**src/design/ffwha_pkg.sv**
```systemverilog
// ffwha_pkg: shared constants and helpers for the first-fit word heap allocator
// no dependencies

package ffwha_pkg;

    // command codes
    localparam logic [1:0] CMD_RESIZE = 2'd0;
    localparam logic [1:0] CMD_WRITE  = 2'd1;
    localparam logic [1:0] CMD_READ   = 2'd2;

    // request limits and counter ceiling
    localparam logic [9:0]  MIN_REQ_BYTES = 10'd1;
    localparam logic [9:0]  MAX_REQ_BYTES = 10'd1020;
    localparam logic [15:0] HOLE_MAX      = 16'hFFFF;

    // number of whole words covered by a byte count
    function automatic logic [30:0] words_of(input logic [31:0] bytes);
        logic [32:0] sum;
        begin
            sum = {1'b0, bytes} + 33'd3;
            words_of = sum[32:2];
        end
    endfunction

endpackage

```
**src/design/ffwha_ctrl.sv**
```systemverilog
// ffwha_ctrl: command sequencer for the word heap (scan, grow check, copy, clear)
// depends on ffwha_pkg; drives the heap RAM ports

module ffwha_ctrl #(
    parameter int HEAP_WORDS = 256,
    localparam int AW = $clog2(HEAP_WORDS),
    localparam int IW = ((AW + 1) > 10) ? (AW + 1) : 10
) (
    input  logic          clk,
    input  logic          rst_n,
    input  logic          start,
    input  logic [1:0]    cmd,
    input  logic          has_block,
    input  logic [7:0]    base,
    input  logic [9:0]    size_bytes,
    input  logic [31:0]   write_data,
    output logic          busy,
    output logic          done,
    output logic [7:0]    new_base,
    output logic [9:0]    granted_bytes,
    output logic          status,
    output logic [31:0]   read_data,
    output logic [15:0]   hole_count,
    output logic          ram_we,
    output logic [AW-1:0] ram_waddr,
    output logic [31:0]   ram_wdata,
    output logic          ram_re,
    output logic [AW-1:0] ram_raddr,
    input  logic [31:0]   ram_rdata
);

    typedef enum logic [13:0] {
        ST_CLEAR   = 14'b00000000000001,
        ST_IDLE    = 14'b00000000000010,
        ST_RD_WAIT = 14'b00000000000100,
        ST_HDR     = 14'b00000000001000,
        ST_ZERO    = 14'b00000000010000,
        ST_GROW_RD = 14'b00000000100000,
        ST_GROW_EV = 14'b00000001000000,
        ST_SCAN_RD = 14'b00000010000000,
        ST_SCAN_EV = 14'b00000100000000,
        ST_RUN_RD  = 14'b00001000000000,
        ST_RUN_EV  = 14'b00010000000000,
        ST_COPY_RD = 14'b00100000000000,
        ST_COPY_WR = 14'b01000000000000,
        ST_HOLE    = 14'b10000000000000
    } state_t;

    localparam logic [IW-1:0] HEAP_I = IW'(HEAP_WORDS);

    state_t        state_reg, state_next;
    logic [IW-1:0] idx_reg, idx_next;
    logic [IW-1:0] pos_reg, pos_next;
    logic [31:0]   last_reg, last_next;
    logic [7:0]    base_reg, base_next;
    logic [9:0]    sz_reg, sz_next;
    logic [7:0]    need_reg, need_next;
    logic          hasb_reg, hasb_next;
    logic [7:0]    cur_reg, cur_next;
    logic [7:0]    run_reg, run_next;
    logic [7:0]    i_reg, i_next;
    logic [AW-1:0] where_reg, where_next;
    logic          done_reg, done_next;
    logic [7:0]    nb_reg, nb_next;
    logic [9:0]    gr_reg, gr_next;
    logic          st_reg, st_next;
    logic [31:0]   rd_reg, rd_next;
    logic [15:0]   holes_reg, holes_next;

    logic [9:0]    sz_in;
    logic [30:0]   cur_w;
    logic [31:0]   scan_sum;
    logic [IW-1:0] src_idx;
    logic [IW-1:0] dst_idx;
    logic          base_in_heap;

    // clamp of the requested size
    always_comb
    begin
        if (size_bytes < ffwha_pkg::MIN_REQ_BYTES)
        begin
            sz_in = ffwha_pkg::MIN_REQ_BYTES;
        end
        else if (size_bytes > ffwha_pkg::MAX_REQ_BYTES)
        begin
            sz_in = ffwha_pkg::MAX_REQ_BYTES;
        end
        else
        begin
            sz_in = size_bytes;
        end
    end

    // shared address arithmetic
    assign base_in_heap = (32'(base) < 32'(HEAP_WORDS));
    assign cur_w        = ffwha_pkg::words_of(ram_rdata);
    assign scan_sum     = 32'(pos_reg) + 32'(cur_w) + 32'd1;
    assign src_idx      = IW'(base_reg) + IW'(i_reg) + IW'(1);
    assign dst_idx      = IW'(where_reg) + IW'(i_reg) + IW'(1);

    // sequencer
    always_comb
    begin
        state_next = state_reg;
        idx_next   = idx_reg;
        pos_next   = pos_reg;
        last_next  = last_reg;
        base_next  = base_reg;
        sz_next    = sz_reg;
        need_next  = need_reg;
        hasb_next  = hasb_reg;
        cur_next   = cur_reg;
        run_next   = run_reg;
        i_next     = i_reg;
        where_next = where_reg;
        done_next  = 1'b0;
        nb_next    = nb_reg;
        gr_next    = gr_reg;
        st_next    = st_reg;
        rd_next    = rd_reg;
        holes_next = holes_reg;
        ram_we     = 1'b0;
        ram_waddr  = '0;
        ram_wdata  = '0;
        ram_re     = 1'b0;
        ram_raddr  = '0;

        case (state_reg)
            // sweep zeros through the heap after reset
            ST_CLEAR:
            begin
                ram_we    = 1'b1;
                ram_waddr = AW'(idx_reg);
                idx_next  = idx_reg + IW'(1);
                if (idx_reg == HEAP_I - IW'(1))
                begin
                    idx_next   = '0;
                    state_next = ST_IDLE;
                end
            end

            // take a new item
            ST_IDLE:
            begin
                if (start)
                begin
                    base_next = base;
                    sz_next   = sz_in;
                    need_next = 8'(ffwha_pkg::words_of(32'(sz_in)));
                    hasb_next = has_block;
                    nb_next   = 8'd0;
                    gr_next   = 10'd0;
                    st_next   = 1'b0;
                    rd_next   = 32'd0;
                    case (cmd)
                        ffwha_pkg::CMD_WRITE:
                        begin
                            nb_next   = base;
                            done_next = 1'b1;
                            if (base_in_heap)
                            begin
                                ram_we    = 1'b1;
                                ram_waddr = AW'(base);
                                ram_wdata = write_data;
                            end
                        end
                        ffwha_pkg::CMD_READ:
                        begin
                            nb_next = base;
                            if (base_in_heap)
                            begin
                                ram_re     = 1'b1;
                                ram_raddr  = AW'(base);
                                state_next = ST_RD_WAIT;
                            end
                            else
                            begin
                                done_next = 1'b1;
                            end
                        end
                        ffwha_pkg::CMD_RESIZE:
                        begin
                            if (!has_block)
                            begin
                                pos_next   = '0;
                                state_next = ST_SCAN_RD;
                            end
                            else if (!base_in_heap)
                            begin
                                nb_next   = base;
                                st_next   = 1'b1;
                                done_next = 1'b1;
                            end
                            else
                            begin
                                nb_next    = base;
                                ram_re     = 1'b1;
                                ram_raddr  = AW'(base);
                                state_next = ST_HDR;
                            end
                        end
                        default:
                        begin
                            done_next = 1'b1;
                        end
                    endcase
                end
            end

            // heap word read back
            ST_RD_WAIT:
            begin
                rd_next    = ram_rdata;
                done_next  = 1'b1;
                state_next = ST_IDLE;
            end

            // decide shrink, equal or grow from the current header
            ST_HDR:
            begin
                if (cur_w > 31'(need_reg))
                begin
                    ram_we     = 1'b1;
                    ram_waddr  = AW'(base_reg);
                    ram_wdata  = 32'(sz_reg);
                    gr_next    = {need_reg, 2'b00};
                    idx_next   = IW'(base_reg) + IW'(need_reg) + IW'(1);
                    last_next  = 32'(base_reg) + 32'(cur_w);
                    state_next = ST_ZERO;
                end
                else if (cur_w == 31'(need_reg))
                begin
                    done_next  = 1'b1;
                    state_next = ST_IDLE;
                end
                else
                begin
                    cur_next   = cur_w[7:0];
                    idx_next   = IW'(base_reg) + IW'(cur_w[7:0]) + IW'(1);
                    state_next = ST_GROW_RD;
                end
            end

            // clear a run of words inside the heap, then count the hole
            ST_ZERO:
            begin
                if (idx_reg < HEAP_I && 32'(idx_reg) <= last_reg)
                begin
                    ram_we    = 1'b1;
                    ram_waddr = AW'(idx_reg);
                    idx_next  = idx_reg + IW'(1);
                end
                else
                begin
                    state_next = ST_HOLE;
                end
            end

            ST_HOLE:
            begin
                if (holes_reg != ffwha_pkg::HOLE_MAX)
                begin
                    holes_next = holes_reg + 16'd1;
                end
                done_next  = 1'b1;
                state_next = ST_IDLE;
            end

            // check the words needed for growth in place
            ST_GROW_RD:
            begin
                if (idx_reg > IW'(base_reg) + IW'(need_reg))
                begin
                    ram_we     = 1'b1;
                    ram_waddr  = AW'(base_reg);
                    ram_wdata  = 32'(sz_reg);
                    gr_next    = {need_reg, 2'b00};
                    done_next  = 1'b1;
                    state_next = ST_IDLE;
                end
                else if (idx_reg >= HEAP_I)
                begin
                    pos_next   = '0;
                    state_next = ST_SCAN_RD;
                end
                else
                begin
                    ram_re     = 1'b1;
                    ram_raddr  = AW'(idx_reg);
                    state_next = ST_GROW_EV;
                end
            end

            ST_GROW_EV:
            begin
                if (ram_rdata != 32'd0)
                begin
                    pos_next   = '0;
                    state_next = ST_SCAN_RD;
                end
                else
                begin
                    idx_next   = idx_reg + IW'(1);
                    state_next = ST_GROW_RD;
                end
            end

            // first-fit scan: header or free word at pos
            ST_SCAN_RD:
            begin
                if (pos_reg >= HEAP_I)
                begin
                    st_next    = 1'b1;
                    nb_next    = hasb_reg ? base_reg : 8'd0;
                    done_next  = 1'b1;
                    state_next = ST_IDLE;
                end
                else
                begin
                    ram_re     = 1'b1;
                    ram_raddr  = AW'(pos_reg);
                    state_next = ST_SCAN_EV;
                end
            end

            ST_SCAN_EV:
            begin
                if (ram_rdata != 32'd0)
                begin
                    pos_next   = (scan_sum >= 32'(HEAP_WORDS)) ? HEAP_I : IW'(scan_sum);
                    state_next = ST_SCAN_RD;
                end
                else
                begin
                    idx_next   = pos_reg + IW'(1);
                    run_next   = 8'd0;
                    state_next = ST_RUN_RD;
                end
            end

            // count the free run after a free word
            ST_RUN_RD:
            begin
                if (run_reg == need_reg)
                begin
                    ram_we     = 1'b1;
                    ram_waddr  = AW'(pos_reg);
                    ram_wdata  = 32'(sz_reg);
                    where_next = AW'(pos_reg);
                    nb_next    = 8'(pos_reg);
                    gr_next    = {need_reg, 2'b00};
                    if (hasb_reg)
                    begin
                        i_next     = 8'd0;
                        state_next = ST_COPY_RD;
                    end
                    else
                    begin
                        done_next  = 1'b1;
                        state_next = ST_IDLE;
                    end
                end
                else if (idx_reg >= HEAP_I)
                begin
                    pos_next   = idx_reg;
                    state_next = ST_SCAN_RD;
                end
                else
                begin
                    ram_re     = 1'b1;
                    ram_raddr  = AW'(idx_reg);
                    state_next = ST_RUN_EV;
                end
            end

            ST_RUN_EV:
            begin
                if (ram_rdata == 32'd0)
                begin
                    run_next   = run_reg + 8'd1;
                    idx_next   = idx_reg + IW'(1);
                    state_next = ST_RUN_RD;
                end
                else
                begin
                    pos_next   = idx_reg;
                    state_next = ST_SCAN_RD;
                end
            end

            // move: copy each data word by a read state then a write state, then clear the old block
            ST_COPY_RD:
            begin
                if (i_reg == cur_reg)
                begin
                    idx_next   = IW'(base_reg);
                    last_next  = 32'(base_reg) + 32'(cur_reg);
                    state_next = ST_ZERO;
                end
                else
                begin
                    if (src_idx < HEAP_I)
                    begin
                        ram_re    = 1'b1;
                        ram_raddr = AW'(src_idx);
                    end
                    state_next = ST_COPY_WR;
                end
            end

            ST_COPY_WR:
            begin
                if (dst_idx < HEAP_I)
                begin
                    ram_we    = 1'b1;
                    ram_waddr = AW'(dst_idx);
                    ram_wdata = (src_idx < HEAP_I) ? ram_rdata : 32'd0;
                end
                i_next     = i_reg + 8'd1;
                state_next = ST_COPY_RD;
            end

            default:
            begin
                state_next = ST_IDLE;
            end
        endcase
    end

    // control registers
    always_ff @(posedge clk or negedge rst_n)
    begin
        if (!rst_n)
        begin
            state_reg <= ST_CLEAR;
            idx_reg   <= '0;
            done_reg  <= 1'b0;
            holes_reg <= 16'd0;
        end
        else
        begin
            state_reg <= state_next;
            idx_reg   <= idx_next;
            done_reg  <= done_next;
            holes_reg <= holes_next;
        end
    end

    // working and result payload
    always_ff @(posedge clk)
    begin
        pos_reg   <= pos_next;
        last_reg  <= last_next;
        base_reg  <= base_next;
        sz_reg    <= sz_next;
        need_reg  <= need_next;
        hasb_reg  <= hasb_next;
        cur_reg   <= cur_next;
        run_reg   <= run_next;
        i_reg     <= i_next;
        where_reg <= where_next;
        nb_reg    <= nb_next;
        gr_reg    <= gr_next;
        st_reg    <= st_next;
        rd_reg    <= rd_next;
    end

    assign busy          = (state_reg != ST_IDLE);
    assign done          = done_reg;
    assign new_base      = nb_reg;
    assign granted_bytes = gr_reg;
    assign status        = st_reg;
    assign read_data     = rd_reg;
    assign hole_count    = holes_reg;

endmodule

```
**config.mk**
```make
export PLATFORM = sky130hd
export DESIGN_NAME = ffwha_ctrl
export DESIGN_NICKNAME = d
export VERILOG_FILES = /design/src/design/ffwha_pkg.sv /design/src/design/ffwha_ctrl.sv
export SDC_FILE = /design/constraint.sdc
export NUM_CORES = 1
export LEC_CHECK = 0
export BUFFER_PORTS_ARGS = -buffer_cell sky130_fd_sc_hd__buf_2
export CORE_ASPECT_RATIO = 1.75
export CORE_MARGIN = 2
export CORE_UTILIZATION = 55
export CTS_BUF_LIST = sky130_fd_sc_hd__clkbuf_4
export CTS_CLUSTER_SIZE = 40
export DETAILED_ROUTE_END_ITERATION = 10
export PLACE_DENSITY = 0.8
export SLEW_MARGIN = 30
export SYNTH_ARGS = -nofsm -noshare
export SYNTH_HDL_FRONTEND = slang
export SYNTH_SLANG_ARGS = --single-unit
```
**constraint.sdc**
```tcl
create_clock -name clk -period 4.3 [get_ports clk]
set_input_delay 0.43 -clock clk [delete_from_list [all_inputs] [get_ports clk]]
set_output_delay 0.43 -clock clk [all_outputs]
set_load 0.02 [all_outputs]
```
==> out/qor.csv <==
stage,metric,value,unit
finish,stdcell_count,2228,
logic_synthesis,synth.yosys.warnings,0,
sta,period_share,112,%
floorplanning,fp.dieH,221,um
placement,port_buffers,204,
finish,regArea,0.00553,mm^2
power_and_ir_drop,ir_drop,0.000158,V
floorplanning,die_w,128,um
clock_tree,cts.path.max_buffers,2,
finish,n_fill_cell,2155,
clock_tree,cts.htree.levels,4,
finish,area_growth_syn_to_layout,21.5,%
power_and_ir_drop,p_int,2510,uW
clock_tree,clk_latency,0.68,ns
sta,fmax,0.207,GHz
logic_synthesis,synthCells,1559,
floorplanning,ioPinCount,207,
grt,grt_pass1_vias,14500,
setup_path,cp_top_family,compound AO/OA/AOI/OAI gates,
placement,routabilityCongestion,1.03,
setup_path,cp_common_cell,a21oi_2,
floorplanning,die-area,0.0283,mm^2
power_and_ir_drop,p_sw_share,29.6,%
grt,grt_max_degree,42,
routing,wire_per_inst,24.9,um
sta,fin_crit,4.83,ns
setup_path,crit_chain,"ha_2, fa_2, a21o_1, a21oi_2, o21bai_1, a21oi_2, o21bai_1, a21oi_2, ha_1, nand4b_1, o21ai_1, o31a_1, nor3_2, or2_4, a222oi_1, o21ai_1, buf_4",
sta,fin_worst_skew,0.0407,ns
grt,track_usage,39.2,%
power_and_ir_drop,powerDensity,199,mW/mm^2
routing,avgViaCountPerCell,6.48,
hold_path,whs_path_depth,1,
routing,drtIter0Drc,1141,
routing,ant_nets,0,
power_and_ir_drop,p_seq_share,55.8,%
clock_tree,cts_tree,done,
routing,first_pass_iters,7,
clock_tree,clockRootBuffer,clkbuf_4,
logic_synthesis,synth_seq_cells,191,
grt,grt_pass1_wl,82.7,mm
finish,multiInputGateArea,0.00877,mm^2
sta,setup_ws,-0.532,ns
job,drv_cap,0,
power_and_ir_drop,p_clk_share,29.9,%
status,violations,negative setup slack,
floorplanning,row_count,79,
setup_path,r2r-end,idx_reg[7]$_DFFE_PN0P_,
hold_path,hp-start,base[1],
sta,tightest_slew,0.924,ns
sta,finalHoldViolations,0,
sta,grt_setup_unrepaired,yes,
sta,slew-limit-headroom,38.2,%
clock_tree,cts_buffers,17,
setup_path,reg2regPathDepth,30,
setup_path,critical_path_depth,17,
setup_path,cp-end-kind,output pin,
logic_synthesis,synth_flop_cell,edfxtp_1,
routing,routed_wirelength,55.4,mm
hold_path,hold_end,base_reg[1]$_DFFE_PP_,
sta,maxSlewViolCount,0,
logic_synthesis,synth_edf_count,150,
hold_path,hp-class,in -> reg,
finish,final_util,67.8,%
finish,drive_above_1_share,26.5,%
setup_path,slowest_delay,0.45,ns
grt,overflow,0,
logic_synthesis,ys_seq_area_share,37.4,%
logic_synthesis,yosysTopAreaCellShare,30.5,%
power_and_ir_drop,comb_power_share,14.3,%
setup_path,criticalPathCategory,reg -> out,
setup_path,r2r_setup_slack,-0.14,ns
setup_path,crit_required,3.87,ns
placement,hpwl,42.5,mm
logic_synthesis,ys_async_sr_fraction,21.5,%
power_and_ir_drop,switchingPower,1060,uW
logic_synthesis,yosys.area.top_type,edfxtp_1,
power_and_ir_drop,design_power_total,3570,uW
setup_path,critical-path-slowest-cell,edfxtp_1,
setup_path,worst_setup_path_start_kind,flip-flop,
grt,antenna_found_initial,1,
setup_path,critical_path_arrival,4.40,ns
logic_synthesis,synthDistinctLibCells,103,
floorplanning,design.core.area,0.0265,mm^2
logic_synthesis,synth_area,0.0148,mm^2
clock_tree,clk_pin_slew,0.18,ns
status,status,"complete, but fails checks",
power_and_ir_drop,p_leak,0.00741,uW
setup_path,reg2reg_from,need_reg[1]$_DFFE_PP_,
sta,setup_violations,29,
floorplanning,initial_core_util,55.8,%
routing,drc,0,
logic_synthesis,syn_avg_cell_area,9.48,um^2
placement,dpl.cell_count,2138,
clock_tree,cts_sinks,191,
finish,nets,2073,
setup_path,crit_path_max_fanout,5,
logic_synthesis,ys_top_cells_by_area,"edfxtp_1, ha_1, dfrtp_1, xnor2_1, xor2_1",
setup_path,worst-path-buf-inv,1,
routing,vias,14400,
-- layer usage --
layer	vias up	global-route usage, %	routed length [um]
met5	-	0	0
met4	0	36.7	6130
met3	311	7.11	3750
met2	814	68.2	28100
met1	6892	38.1	17400
li1	6428	-	-
-- logic make-up after synthesis --
group | synth area share (%)
compound gates | 17.2
fa+ha+maj | 8.40
simple gates | 22.3
other cells | 0.0254
mux | 1.25
xor+xnor | 9.06
buf+inv | 4.35
flops | 37.4
-- worst max-delay path by stage --
stage / start / to / slack [ns]
floorplan: ram_rdata[2] / pos_reg[8]$_DFFE_PP_ / 0.02
global placement: base_reg[0]$_DFFE_PP_ / granted_bytes[2]$_SDFFCE_PN0P_ / 0.03
detailed placement: base_reg[0]$_DFFE_PP_ / ram_raddr[2] / -0.01
CTS: need_reg[1]$_DFFE_PP_ / ram_raddr[2] / -0.43
global route: need_reg[1]$_DFFE_PP_ / ram_raddr[6] / -0.70
finish: need_reg[0]$_DFFE_PP_ / ram_raddr[2] / -0.53
-- placed cells by master, fill, tap and decap left out, types with 16 or more instances in the layout --
cell and instances:
xor2_1 66, edfxtp_1 150, nand4_1 33, nand3_1 62, nor4_1 23, a22o_1 23
clkbuf_4 19, inv_1 72, and3_1 26, a31oi_1 16, buf_6 32, o21ai_0 62
nor3_1 49, xnor2_1 81, ha_1 86, a221o_1 18, buf_2 191, nor2b_1 17
a21o_1 26, and2_1 54, dfrtp_1 40, a22oi_1 18, buf_4 153, a21oi_1 49
nor2_1 114, nand2_1 108
-- final cells by class --
cell class | count | area share (%)
multi-input combinational | 1213 | 48.9
sequential | 191 | 30.8
timing repair buffer | 394 | 14.8
tap | 324 | 2.26
inverter | 73 | 1.53
clock inverter | 14 | 0.941
clock buffer | 18 | 0.753
antenna | 1 | 0.0139
-- power groups by stage --
stage / clock, uW / sequential, uW / combinational (uW)
2_1_floorplan: 0 / 2030 / 268
3_3_place_gp: 0 / 2030 / 474
3_5_place_dp: 0 / 2030 / 482
4_1_cts: 1080 / 1990 / 497
5_1_grt: 1140 / 1990 / 544
6_report: 1070 / 1990 / 509
-- worst register-to-register path, delay by kind of cell (launching register included) --
family,cells,cell delay (ns)
adders and majority gates,1,0.31
muxes,1,0.18
DFF,1,0.44
AOI/OAI and AO/OA,5,1.00
xor gates and xnor gates,2,0.28
buffers and inverters,21,2.18
-- Yosys cell counts, types with 13 or more instances --
| cell type | count |
|---|---|
| edfxtp_1 | 150 |
| dfrtp_1 | 40 |
| nor3b_1 | 16 |
| inv_1 | 73 |
| a21oi_1 | 54 |
| and3_1 | 26 |
| nand2b_1 | 15 |
| xor2_1 | 67 |
| nand2_1 | 108 |
| and2_1 | 54 |
| a22o_1 | 23 |
| o21ai_0 | 71 |
| nor2_1 | 116 |
| or3_1 | 13 |
| a31oi_1 | 16 |
| nand3_1 | 62 |
| nor2b_1 | 17 |
| clkbuf_1 | 59 |
| nor4_1 | 24 |
| a21o_1 | 26 |
| nor3_1 | 51 |
| a221o_1 | 18 |
| buf_2 | 14 |
| a22oi_1 | 18 |
| nand4_1 | 33 |
| xnor2_1 | 84 |
| mux2i_1 | 14 |
| ha_1 | 88 |
-- metrics by stage --
step                cell area [um^2]  hold WS [ns]  worst slack, ns  setup TNS [ns]
floorplan                      14800         0.134           0.0178               0
global placement               16900         0.466           0.0291               0
detailed placement             16900         0.481         -0.00961        -0.00961
CTS                            17900       0.00411           -0.426           -9.45
global route                   18000        0.0247           -0.697          -16.40
finish                         18000        0.0528           -0.532          -12.61
-- what timing repair did --
action                                  4_1_cts  5_1_grt
buffers inserted                             39        2
endpoints found under the setup margin       29       51
gates cloned                                  1        0
hold buffers                                 15        0
pin swaps                                    33        4
gates resized for setup                      64       14
endpoints found under the hold margin        54        0
Note: power is estimated with default switching activity, not from simulation.
